File: config.mk
export PLATFORM = sky130hd
export DESIGN_NAME = lgser_mult
export DESIGN_NICKNAME = d
export VERILOG_FILES = /design/src/sv/lgser_pkg.sv /design/src/sv/lgser_mult.sv
export SDC_FILE = /design/constraint.sdc
export NUM_CORES = 2
export LEC_CHECK = 0
export BUFFER_PORTS_ARGS = -buffer_cell sky130_fd_sc_hd__buf_2
export CAP_MARGIN = 20
export CORE_MARGIN = 3
export CORE_UTILIZATION = 25
export DETAILED_ROUTE_END_ITERATION = 7
export SLEW_MARGIN = 20
export SYNTH_ARGS = -nofsm -noshare
export SYNTH_HDL_FRONTEND = slang
export SYNTH_SLANG_ARGS = --single-unit
File: constraint.sdc
create_clock -name vclk -period 13.8
set_clock_uncertainty 0.15 [all_clocks]
set_input_delay 0.69 -clock vclk [all_inputs]
set_output_delay 0.69 -clock vclk [all_outputs]
set_load 0.05 [all_outputs]
File: src/sv/lgser_pkg.sv
// shared widths, types and constants of the legendre series evaluator
// no dependencies
`timescale 1ns / 1ps

package lgser_pkg;

  localparam int unsigned XW    = 32;       // point, Q1.30
  localparam int unsigned CW    = 32;       // coefficient, Q15.16
  localparam int unsigned PW    = 34;       // legendre values, Q3.30
  localparam int unsigned TW    = 36;       // x * p_k, Q5.30
  localparam int unsigned SumW  = 42;       // accumulator, enough for 64 full-scale terms
  localparam int unsigned ValW  = 48;       // result, Q31.16
  localparam int unsigned CntW  = 7;
  localparam int unsigned K1W   = 33;       // (2k+1) / (k+1) in Q1.32
  localparam int unsigned K2W   = 32;       // k / (k+1) in Q0.32
  localparam int unsigned AW    = TW;
  localparam int unsigned BW    = 34;
  localparam int unsigned ProdW = AW + BW;
  localparam int unsigned FracP = 30;
  localparam int unsigned FracR = 32;

  typedef logic signed [XW-1:0]    x_t;
  typedef logic signed [CW-1:0]    coef_t;
  typedef logic signed [PW-1:0]    poly_t;
  typedef logic signed [TW-1:0]    tval_t;
  typedef logic signed [SumW-1:0]  sum_t;
  typedef logic signed [ValW-1:0]  val_t;
  typedef logic        [CntW-1:0]  cnt_t;
  typedef logic        [K1W-1:0]   k1_t;
  typedef logic        [K2W-1:0]   k2_t;
  typedef logic signed [AW-1:0]    mul_a_t;
  typedef logic signed [BW-1:0]    mul_b_t;
  typedef logic signed [ProdW-1:0] prod_t;

  localparam poly_t PolyOne  = poly_t'(1) <<< FracP;
  localparam prod_t RndP     = prod_t'(1) <<< (FracP - 1);
  localparam prod_t RndR     = prod_t'(1) <<< (FracR - 1);
  localparam prod_t PolyHi   = (prod_t'(1) <<< (PW - 1)) - prod_t'(1);
  localparam prod_t PolyLo   = -(prod_t'(1) <<< (PW - 1));
  localparam poly_t PolyMaxV = poly_t'(PolyHi);
  localparam poly_t PolyMinV = poly_t'(PolyLo);

endpackage

File: src/sv/lgser_mult.sv
// shared signed multiplier of the legendre series evaluator
// depends on lgser_pkg
`timescale 1ns / 1ps

module lgser_mult (
  input  lgser_pkg::mul_a_t a_i,
  input  lgser_pkg::mul_b_t b_i,
  output lgser_pkg::prod_t  p_o
);

  // full-precision signed product, both operands sign extended
  assign p_o = lgser_pkg::prod_t'(a_i) * lgser_pkg::prod_t'(b_i);

endmodule

; Word level (Yosys, flattened, before mapping)
; Index checks and enable logic that the tools add are counted.
[totals]
output_inout_bits = 70
reg_bits = 0
word_cells = 1
inputBits = 70
[op_classes]
multipliers = 1
[ops]
columns = op, n
row1 = $mul 36x34->70, 1

; Longest topological paths before layout
[logic_depth]
ltp_word = 1
ltp_mapped = 30
depth_no_buf = 28

; Worst setup path before layout
; No wires, ideal clock.
[synth_timing]
kind = input to output
start = input b_i[7]
end = output p_o[68]
setup_slack_ps = 3935
t_arrival_ps = 9025
path_buffers = 3
t_required_ps = 12960
path_stages = 24
cell_sequence = clkbuf_1 -> clkbuf_1 -> nand2_1 -> inv_1 -> fa_1 -> inv_1 -> fa_1 -> inv_1 -> fa_1 -> inv_1 -> fa_1 -> inv_1 -> fa_1 -> fa_1 -> fa_1 -> fa_1 -> ha_1 -> clkbuf_1 -> nand4_1 -> or4_1 -> o22a_1 -> a21oi_2 -> mux2i_1 -> a211oi_1
[synth_via]
elab_chain_len = 1
[synth_rtl]
columns = element, line
row1 = start: declaration, lgser_mult.sv:7  ; input lgser_pkg::mul_b_t b_i,
row2 = $mul 36x34->70, lgser_mult.sv:12  ; assign p_o = lgser_pkg::prod_t'(a_i) * lgser_pkg::prod_t'(b_i);
row3 = end: declaration, lgser_mult.sv:8  ; output lgser_pkg::prod_t p_o
; Every way passes these cells.

; Final worst setup path
[layout_timing]
start = input b_i[1]
end = output p_o[63]
; Same word-level chain as after synthesis.

==> key figures <==
Status
  – Status: finished clean

STA
  – Period utilization: 84.01%
  – PnR worst setup slack: 2206 ps
  – Slew @ Worst Pin: 1141 ps
  – Slew margin rel.: 23.96%
  – Final setup violation count: 0
  – Final slew viol count: 0
  – Minimum clock period: roughly 12000 ps
  – Final Hold Fails: 0
  – RSZ-0062 raised after global routing: false
  – Setup TNS: 0 ps
  – Fmax: 86.25 MHz

Detailed routing
  – Via count: ~31000
  – Final wirelength: roughly 130000 microns
  – Met2 wire length: 67050 microns
  – Routed WL per cell: 18.61 microns
  – M1 wire length: 51240 microns
  – Top layer in use: met4
  – Detail Route Antenna Nets: 0
  – Met3 wire length: 7197 microns
  – DRC Markers: 0
  – Initial DRT Pass Iterations: 5
  – DR vias/cell: around 4.5
  – 1st-iter DRT viols: 1660

Worst setup path
  – CP delay by family, top: adder cells
  – CP endpoint kind: output port
  – WP buf/inv: 7
  – CP peak stage delay: 780 ps
  – Worst Setup Start Kind: primary input
  – CP max-delay cell: fa_1
  – Most common cell on crit path: fa_1
  – Critical Path AT: ~11000 ps
  – Worst-path fanout max: 36
  – WS Path Type: in -> out
  – CP Data Required Time: 12960 ps

GRT
  – Overall global routing resource usage: 14.89%
  – Largest net degree at the start of global routing: 37
  – Number of global-route vias before repair: 35350
  – Initial antenna violation count: 24
  – Overflow after GRT: 0
  – First-pass GRT wire length: between 200000 and 250000 microns

Layout
  – NumNets Final: 6241
  – Area of the multi-input gates: about 0.038 sq mm
  – Share of cells above drive strength 1: roughly 3.9%
  – Seq. cell area: 0 sq um
  – Clk_buf instances: 0
  – Layout Cell Area excl Fill: 0.04637 sq mm
  – Sequential cell count: 0
  – Synth-to-Final Area Change: 6.543%
  – Number of fill cells: 18530

Place
  – Final HPWL DP: between 100000 and 150000 microns
  – Pre-CTS setup slack: 1987 ps
  – Post-DP Area: 0.04636 sq mm
  – Input/output buffers: 140
  – Routability cong.: between 0.9 and 1

Yosys
  – Post-Syn Instances: approximately 4700
  – Netlist cell types: 62
  – Seq/Total Area, Yosys: 0%
  – Syn_area_per_cell: 9.186 sq um
  – Ys Warns: 0
  – Syn Nets: roughly 6300
  – Mapped Area: 0.04352 sq mm

Clocking
  – Cts repair resizes: 0
  – Post-CTS Setup Bufs: 0
  – Post-CTS Hold Fix Bufs: 0

Run
  – Max-cap violations: 0

Floorplanning
  – Site Rows: 152
  – DIE WIDTH: approximately 420 microns
  – Die ar.: 0.1791 sq mm
  – # IOs: 140
  – Die height: 423.3 microns
  – Core Box Area: 0.1723 sq mm
  – Starting Density: ~25%

Min path
  – Worst Hold Class: in -> out
## cells in the mapped netlist (all sizes together) (2+ instances only)
cell type | number | area, sq um
o211a | 3 | 30.03
nor2b | 7 | 43.79
inv | 1248 | 4684
nor4 | 4 | 25.02
ha | 208 | 2603
fa | 1305 | 26130
a211o | 4 | 35.03
and3 | 6 | 40.03
a311o | 2 | 20.02
xnor2 | 51 | 446.7
nor2 | 77 | 289.0
nand3 | 14 | 70.07
nand2b | 11 | 68.82
or4 | 2 | 15.01
xor2 | 23 | 201.4
a211oi | 14 | 110.1
o21bai | 9 | 67.56
buf | 7 | 52.54
a221oi | 4 | 35.03
o21ai | 51 | 259.0
or3 | 4 | 25.02
nand2 | 676 | 2537
nand4 | 17 | 106.4
and4 | 3 | 30.03
and2 | 576 | 3603
a2111oi | 3 | 26.28
o211ai | 6 | 45.04
o21a | 11 | 82.58
o22ai | 4 | 25.02
nor3 | 11 | 55.05
a21oi | 79 | 399.1
clkbuf | 243 | 922.1
a21o | 27 | 202.7
a31oi | 5 | 31.28
o31ai | 6 | 45.04
## cells by family after synthesis
logic type                 after synthesis  synth area share (%)
adders and majority gates             1513                 66.00
and+or+nand+nor                       1414                 16.00
muxes                                    1               0.02300
buffers and inverters                 1498                 13.00
xor gates and xnor gates                74                 1.489
AOI/OAI and AO/OA                      238                 3.481
## layer usage
metal,up-vias,GRT usage [%]
met5,-,0
met4,0,3.918
met3,241,1.669
met2,1016,26.90
met1,16750,18.78
li1,13210,-
## final timing paths
kind,cells past startpoint,slack [ps],startpoint,to
hold / removal,4,2070,a_i[0],p_o[0]
setup / recovery,26,2210,b_i[1],p_o[63]
## placed cells by master (no fill, tap or decap), drive strengths merged, types with 2 or more instances in the layout
| cell type | instances |
|---|---|
| or4 | 2 |
| or3 | 4 |
| nand2b | 11 |
| nand3 | 14 |
| nor2b | 7 |
| nor2 | 77 |
| o211ai | 6 |
| nand4 | 17 |
| a2111oi | 3 |
| a21oi | 79 |
| nor4 | 4 |
| o22ai | 4 |
| nor3 | 11 |
| a211oi | 14 |
| o211a | 3 |
| o31ai | 6 |
| o21ai | 51 |
| nand2 | 676 |
| o21a | 11 |
| a221oi | 4 |
| and2 | 576 |
| a21o | 27 |
| and3 | 6 |
| buf | 168 |
| o21bai | 9 |
| a311o | 2 |
| inv | 1248 |
| a211o | 4 |
| xnor2 | 51 |
| a31oi | 5 |
| fa | 1305 |
| ha | 208 |
| and4 | 3 |
| xor2 | 23 |
| diode | 4 |
## through the flow
stage / utilization, % / hold WS (ps) / cells
2_1_floorplan: - / 1534 / 4738
3_3_place_gp: 26.90 / 2127 / 6966
3_5_place_dp: 26.90 / 2134 / 6966
4_1_cts: 26.90 / 2135 / 6966
5_1_grt: 26.91 / 2134 / 6967
6_report: 26.91 / 2067 / 6970
## worst min-delay path: stages
cell and delay [ps]:
buf_2 90, buf_4 250, and2_1 250, buf_2 220
## layout make-up
class / instances / share of cell area (%)
multi-input combinational: 3240 / 81.68
inverter: 1248 / 10.10
tap: 2310 / 6.233
timing repair buffer: 168 / 1.964
antenna: 4 / 0.02159
